===== src/hdl/tese_pkg.sv =====
`timescale 1ns / 1ps
`default_nettype none
// ----------------------------------------------------------------------------
// tese_pkg
// Shared types, codes and the attribute (SGR) update function.
// ----------------------------------------------------------------------------
package tese_pkg;

  localparam int CHAR_W = 8;
  localparam int ATTR_W = 22;
  localparam int WORD_W = ATTR_W + CHAR_W;
  localparam int TOK_W  = 16;

  localparam logic [ATTR_W-1:0] PEN_RESET  = 22'h00ffff;
  localparam logic [CHAR_W-1:0] CH_SPACE   = 8'h20;
  localparam logic [WORD_W-1:0] RESET_WORD = {PEN_RESET, CH_SPACE};

  // configuration register indexes
  localparam logic [0:0] REG_COLUMNS = 1'b0;
  localparam logic [0:0] REG_ROWS    = 1'b1;

  // parser phases
  localparam logic [1:0] PH_GROUND = 2'd0;
  localparam logic [1:0] PH_ESC    = 2'd1;
  localparam logic [1:0] PH_CSI    = 2'd2;

  // control bytes
  localparam logic [7:0] B_NUL  = 8'h00;
  localparam logic [7:0] B_BS   = 8'h08;
  localparam logic [7:0] B_TAB  = 8'h09;
  localparam logic [7:0] B_LF   = 8'h0a;
  localparam logic [7:0] B_CR   = 8'h0d;
  localparam logic [7:0] B_ESC  = 8'h1b;
  localparam logic [7:0] B_LBR  = 8'h5b;
  localparam logic [7:0] B_SEMI = 8'h3b;
  localparam logic [7:0] B_M    = 8'h6d;
  localparam logic [7:0] B_ZERO = 8'h30;
  localparam logic [7:0] B_NINE = 8'h39;

  typedef struct packed {
    logic       start;
    logic       digit;
    logic       next;
    logic       apply;
    logic [3:0] digit_val;
  } pen_cmd_t;

  typedef struct packed {
    logic busy;
    logic room;
  } pen_stat_t;

  function automatic logic [ATTR_W-1:0] sgr_apply(input logic [ATTR_W-1:0] pen,
                                                  input logic [TOK_W-1:0]  v);
    logic [ATTR_W-1:0] p;
    p = pen;
    if (v == 16'd0) begin
      p = PEN_RESET;
    end else if (v >= 16'd1 && v <= 16'd5) begin
      p[15 + 32'(v[2:0])] = 1'b1;
    end else if (v == 16'd7) begin
      p[21] = 1'b1;
    end else if (v >= 16'd21 && v <= 16'd25) begin
      p[32'(v[4:0]) - 5] = 1'b0;
    end else if (v == 16'd27) begin
      p[21] = 1'b0;
    end else if (v >= 16'd30 && v <= 16'd37) begin
      p[7:0] = 8'(v - 16'd30);
    end else if (v == 16'd39) begin
      p[7:0] = 8'hff;
    end else if (v >= 16'd40 && v <= 16'd47) begin
      p[15:8] = 8'(v - 16'd40);
    end else if (v == 16'd49) begin
      p[15:8] = 8'hff;
    end
    return p;
  endfunction

endpackage
`default_nettype wire


===== src/hdl/tese_pen.sv =====
`timescale 1ns / 1ps
`default_nettype none
// ----------------------------------------------------------------------------
// tese_pen
// Escape parameter store and drawing attribute; applies tokens one a cycle.
// ----------------------------------------------------------------------------
module tese_pen
  import tese_pkg::*;
#(
  parameter int MAX_TOKENS = 16
) (
  input  wire logic              clk,
  input  wire logic              rst,
  input  wire pen_cmd_t          cmd,
  output logic      [ATTR_W-1:0] pen,
  output pen_stat_t              stat
);

  localparam int TIW = $clog2(MAX_TOKENS);

  logic [TOK_W-1:0] tok [MAX_TOKENS];
  logic [TIW-1:0]   tok_idx;
  logic [TIW-1:0]   apply_idx;
  logic             busy;
  logic [TIW-1:0]   sel;
  logic [TOK_W-1:0] tok_rd;
  logic [19:0]      acc;

  assign sel    = busy ? apply_idx : tok_idx;
  assign tok_rd = tok[sel];
  // v*10 + d
  assign acc = {1'b0, tok_rd, 3'b000} + {3'b000, tok_rd, 1'b0} + 20'(cmd.digit_val);

  assign stat.busy = busy;
  assign stat.room = (tok_idx != TIW'(MAX_TOKENS - 1));

  always_ff @(posedge clk) begin
    if (rst) begin
      pen       <= PEN_RESET;
      tok_idx   <= '0;
      apply_idx <= '0;
      busy      <= 1'b0;
    end else if (busy) begin
      pen <= sgr_apply(pen, tok_rd);
      if (apply_idx == tok_idx) begin
        busy <= 1'b0;
      end
      apply_idx <= apply_idx + 1'b1;
    end else begin
      if (cmd.start) begin
        tok_idx <= '0;
        tok[0]  <= '0;
      end
      if (cmd.digit) begin
        tok[tok_idx] <= (acc > 20'd65535) ? 16'hffff : acc[15:0];
      end
      if (cmd.next) begin
        tok_idx                <= tok_idx + 1'b1;
        tok[tok_idx + 1'b1]    <= '0;
      end
      if (cmd.apply) begin
        apply_idx <= '0;
        busy      <= 1'b1;
      end
    end
  end

endmodule
`default_nettype wire


===== config.mk =====
export PLATFORM = sky130hd
export DESIGN_NAME = tese_pen
export DESIGN_NICKNAME = d
export VERILOG_FILES = /design/src/hdl/tese_pkg.sv /design/src/hdl/tese_pen.sv
export SDC_FILE = /design/constraint.sdc
export NUM_CORES = 1
export LEC_CHECK = 0
export BUFFER_PORTS_ARGS = -buffer_cell sky130_fd_sc_hd__buf_2
export CORE_MARGIN = 8
export CORE_UTILIZATION = 63
export DETAILED_ROUTE_END_ITERATION = 8
export PLACE_DENSITY_LB_ADDON = 0.08
export SYNTH_ARGS = -nofsm -noshare
export SYNTH_HDL_FRONTEND = slang
export SYNTH_SLANG_ARGS = --single-unit

===== constraint.sdc =====
create_clock -name clk -period 7 [get_ports clk]
set_clock_uncertainty 0.1 [all_clocks]
set_input_delay 0.7 -clock clk [delete_from_list [all_inputs] [get_ports clk]]
set_output_delay 0.7 -clock clk [all_outputs]
set_load 0.01 [all_outputs]

After elaboration in Yosys (flattened, before gate mapping)
Memories as Yosys holds them, arrays and structs flattened. Index checks and enable logic that the tools add are counted.

Bits in registers: 31. Memory bits (writable): 256. Input bits: 10. Output and inout port bits: 24. Logic and storage cells: 101. Memories kept: 1.

Add/sub/neg operators: 8. Magnitude comparators: 13. Equal/unequal tests: 10. Muxes and demuxes: 40. Bitwise operators: 4. Reductions and logical operators: 18.

Memory list: tok (words 16, width 16, rd ports 1, clocked after memory_dff 0, write ports 3, RTL line tese_pen.sv:21) `logic [TOK_W-1:0] tok [MAX_TOKENS];`.

Operators by type and width (number): two-way mux 16 bit (3); two-way mux 8 bit (6); two-way mux 22 bit (2); == test 16 x 6 -> 1 bit (second input constant) (2); >= comparator 16 x 5 -> 1 bit (second input constant) (2); >= comparator 32 x 1 -> 1 bit (second input constant) (1); less-or-equal comparator 16 x 6 -> 1 bit (second input constant) (2); < comparator 32 x 6 -> 1 bit (second input constant) (1); bitwise AND 22 bit (1); NOT 22 bit (1); bitwise OR 22 bit (1); two-way mux 21 bit (1); adder 19 x 17 -> 20 bit (1); adder 20 x 4 -> 20 bit (1); greater-than comparator 20 x 16 -> 1 bit (second input constant) (1); two-way mux 1 bit (20); two-way mux 4 bit (5); == test 16 x 3 -> 1 bit (second input constant) (1); == test 16 x 5 -> 1 bit (second input constant) (1); >= comparator 16 x 1 -> 1 bit (second input constant) (1); >= comparator 16 x 6 -> 1 bit (second input constant) (1); less-or-equal comparator 16 x 3 -> 1 bit (second input constant) (1); less-or-equal comparator 16 x 5 -> 1 bit (second input constant) (1); zero test 16 bit (1); 21 further kinds (35).

Longest topological paths before layout
An unclocked memory read counts as a cell.

Depth in word-level cells: 13. Mapped depth: 25. Gate-level depth less buffers: 20.

Worst setup path after synthesis
OpenSTA, ideal clock, no wires.

Path kind: register to register. From: register busy. To: memory tok[14][10]. Setup time: 0.070 ns. Arrival: 5.697 ns. Data required time: 6.830 ns. Path slack: 1.133 ns. Cell stages (with the launch flop): 25. Path buffers: 4. Clock period less this slack: 5.867 ns. Cell sequence: dfxtp_1 -> buf_6 -> mux2i_4 -> buf_6 -> mux2i_1 -> mux4_2 -> and2_4 -> nor2_8 -> clkinv_1 -> fa_1 -> inv_1 -> fa_1 -> a21o_1 -> a21oi_1 -> o21bai_1 -> a21oi_1 -> a21oi_1 -> o31ai_1 -> a21oi_1 -> and3_1 -> o311ai_1 -> buf_4 -> nor2_1 -> buf_2 -> a21oi_1.

RTL lines: start: declaration (RTL line tese_pen.sv:24) `logic busy;`; start signal: assignment (RTL line tese_pen.sv:42) `busy <= 1'b0;`; start signal: assignment (RTL line tese_pen.sv:46) `busy <= 1'b0;`; start signal: assignment (RTL line tese_pen.sv:63) `busy <= 1'b1;`; end: declaration (RTL line tese_pen.sv:21).

==> out/metrics.csv <==
metric,value,unit
ys_seq_area_share,39.74,%
postCtsSetupBuffers,0,
antenna_found_initial,0,
core-area,0.02257,mm^2
ios,34,
combPwrFrac,36.8,%
area_delta_synth_final,8.792,%
syn_nets,1627,
wl_met2,20390,um
setup_viol,0,
path_cells,mux2i_4 > buf_4 > mux4_2 > a22oi_1 > nand3_1 > ha_1 > ha_1 > fa_1 > a21o_1 > a21oi_1 > o21bai_1 > a21oi_1 > a21oi_1 > o31ai_1 > a21oi_1 > nor4_1 > o311ai_2 > buf_4 > nor2_1 > o21ai_0,
wl_met1,18210,um
worstMarginPinSlew,1.135,ns
cp_top_family,compound AO/OA/AOI/OAI gates,
io_buffers,33,
hpwl,26740,um
synthArstFlopShare,0,%
synth_ff_type,dfxtp_1,
ys_warn_count,0,
cts_tree,done,
avgSynthCellArea,9.215,um^2
cts_buffer_depth,3,
fin_crit,6.920,ns
via_count,13180,
syn_inst,1569,
drive_gt1_share,14.67,%
crit_fanout,16,
wl_met3,4939,um
antenna_left,0,
grt_max_degree,65,
worstPathArrival,7.22,ns
clkSinkCount,287,
max_freq,144.5,MHz
grt_usage,31.13,%
drt_iter0_drc,1679,
rsz0062_at_grt,yes,
pwr-share-clk,30.0,%
die_height,167.5,um
setup_slack,0.07954,ns
vdd_drop_max,0.2428,mV
synth_seq_cells,287,
post-place-ws,0.1559,ns
leakage,0.006271,uW
cts_made_buffers,29,
via_per_inst,7.218,
top_layer_used,met4,
htree_levels,1,
first_global_vias,12620,
intPower,3356,uW
rows,55,
start_util,64.05,%
path_buf_inv,2,
clk_pin_slew,0.06,ns
clkLatencyLatePin,0.56,ns
status,"complete, no violations",
die_x,167.5,um
hold_viol,0,
seq_power_share,33.2,%
crit_path_top_delay_cell,nor2_1,
finalSetupTns,0,ns
drcViolationCount,0,
endpoint_kind,flip-flop,
fill_cells,1786,
hold_class,reg -> reg,
grt_overflow,0,
path_common_cell,a21oi_1,
routedWlPerCell,24.74,um
final_cells,1826,
clock-root-buffer,clkbuf_16,
n_antenna_cell,0,
synth_cell_type_count,76,
relSlewSlack,24.08,%
place.gp.congestion,0.9387,
post-route-period-util,98.86,%
synth_edf_count,0,
die_area,0.02805,mm^2
slew_violations,0,
cp-start-kind,flip-flop,
cp.required,7.30,ns
max_stage_delay,0.85,ns
firstDrtPassIters,5,
nets,1581,
place_inst,1777,
critPathKind,reg -> reg,
maxCapViolations,0,
p_sw_share,38.61,%
switching_power,2111,uW
syn_area,0.01446,mm^2
p_per_area,347.5,mW/mm^2
grt_pass1_wl,70630,um
wl,45170,um
==> worst paths after layout <==
check	endpoint	startpoint	slack, ns	cells past startpoint
setup / recovery	tok[0][1]$_SDFFE_PP0P_	busy$_SDFF_PP0_	0.08	20
hold / removal	tok[0][5]$_SDFFE_PP0P_	tok[0][5]$_SDFFE_PP0P_	0.35	2
hold reg to reg	tok[0][5]$_SDFFE_PP0P_	tok[0][5]$_SDFFE_PP0P_	0.35	2
setup reg to reg	tok[0][1]$_SDFFE_PP0P_	busy$_SDFF_PP0_	0.08	20
==> final cells by class <==
class                      count  area (um^2)  area share [%]
clock buffer                  38        839.6           5.338
clock inverter                11        158.9           1.010
inverter                      29        108.9          0.6921
multi-input combinational   1099         8011           50.93
sequential                   287         5746           36.53
tap                          285        356.6           2.267
timing repair buffer          77        508.0           3.230
==> registers in the layout, indices dropped and copies added (netlist names) <==
register,count
tok,256
apply_idx,4
pen,22
tok_idx,4
busy,1
==> power groups by stage <==
stage | combinational (uW) | clock, uW | sequential, uW
global route | 2170 | 1700 | 1820
detailed placement | 1930 | 0 | 1850
finish | 2010 | 1640 | 1820
CTS | 1940 | 1640 | 1810
global placement | 1910 | 0 | 1840
floorplan | 1410 | 0 | 1830
==> cells in the final DEF, fill, tap and decap left out, types with 7 or more instances in the layout <==
cell       netlist  layout
o31ai_1          7       7
nand3_1         17      16
a21o_1           8       8
nor2b_1         11      11
mux2i_1         73      73
dfxtp_1        287     287
xnor2_1         16      16
nand2_1         73      70
nand4_1          7       7
nor2_2           0      14
a22oi_1         13      13
nor3_1          23      20
mux4_2          43      43
a21oi_1        281     281
o22ai_1        244     244
clkbuf_16        0      29
inv_1           25      25
a211oi_1        21      20
ha_1            46      46
clkbuf_8         0       8
xor2_1           8       8
buf_4           10      43
o21bai_1         7       7
nor2_1          60      46
o21ai_0         31      29
o41ai_1          7       7
buf_2           18      33
==> stage by stage <==
stage               cell area, um^2  hold WS (ns)  power (uW)  utilization [%]
finish                        15730        0.3532        5466            69.68
global route                  15730        0.3828        5694            69.68
CTS                           15720        0.3546        5394            69.66
detailed placement            14730        0.3409        3777            65.24
global placement              14730        0.3306        3756            65.24
floorplan                     14460        0.3170        3232                -
==> synthesized netlist by cell type, types with 6 or more instances <==
| master | n | area share (%) |
|---|---|---|
| xor2_1 | 8 | 0.48 |
| and2_1 | 6 | 0.26 |
| buf_2 | 18 | 0.62 |
| mux2i_1 | 73 | 5.1 |
| buf_6 | 9 | 0.70 |
| ha_1 | 46 | 4.0 |
| a31oi_1 | 6 | 0.26 |
| nand3_1 | 17 | 0.59 |
| a22oi_1 | 13 | 0.68 |
| buf_4 | 10 | 0.52 |
| o21bai_1 | 7 | 0.36 |
| o21ai_0 | 31 | 1.1 |
| xnor2_1 | 16 | 0.97 |
| nor2b_1 | 11 | 0.48 |
| nor2_1 | 60 | 1.6 |
| a21o_1 | 8 | 0.42 |
| mux4_2 | 43 | 6.7 |
| nand4_1 | 7 | 0.30 |
| clkbuf_1 | 116 | 3.0 |
| o211ai_1 | 6 | 0.31 |
| o31ai_1 | 7 | 0.36 |
| nand2_1 | 73 | 1.9 |
| o41ai_1 | 7 | 0.42 |
| nor3_1 | 23 | 0.80 |
| a21oi_1 | 281 | 9.7 |
| dfxtp_1 | 287 | 40 |
| a211oi_1 | 21 | 1.1 |
| o22ai_1 | 244 | 11 |
| inv_1 | 25 | 0.65 |
==> per-layer routing <==
metal,global-route usage [%],up-vias
met3,6.348,135
met5,0,-
li1,-,5902
met2,48.94,763
met4,11.84,0
met1,41.64,6380
==> logic make-up (layout without fill, tap and decap cells) <==
| logic type | Yosys count | in the layout | share of synthesized area [%] |
|---|---|---|---|
| multiplexers | 124 | 124 | 12.78 |
| AND/OR/NAND/NOR | 227 | 227 | 7.555 |
| adder cells (fa/ha/maj) | 48 | 48 | 4.258 |
| flip-flops | 287 | 287 | 39.74 |
| XOR/XNOR | 24 | 24 | 1.454 |
| buffers and inverters | 183 | 155 | 5.634 |
| AO/OA/AOI/OAI | 676 | 676 | 28.58 |
==> repair_timing <==
item                                    4_1_cts  5_1_grt
endpoints found under the setup margin        0      256
hold buffers                                  0        0
resized for setup                             0        2
==> worst reg2reg max path, delay by kind of cell (launching register included) <==
family	cells	cell delay, ns
compound gates	10	1.96
fa+ha+maj	3	0.99
buf+inv	2	0.54
mux	2	1.16
simple gates	3	1.38
flops	1	0.65
Power figures use the tool's default switching activity.
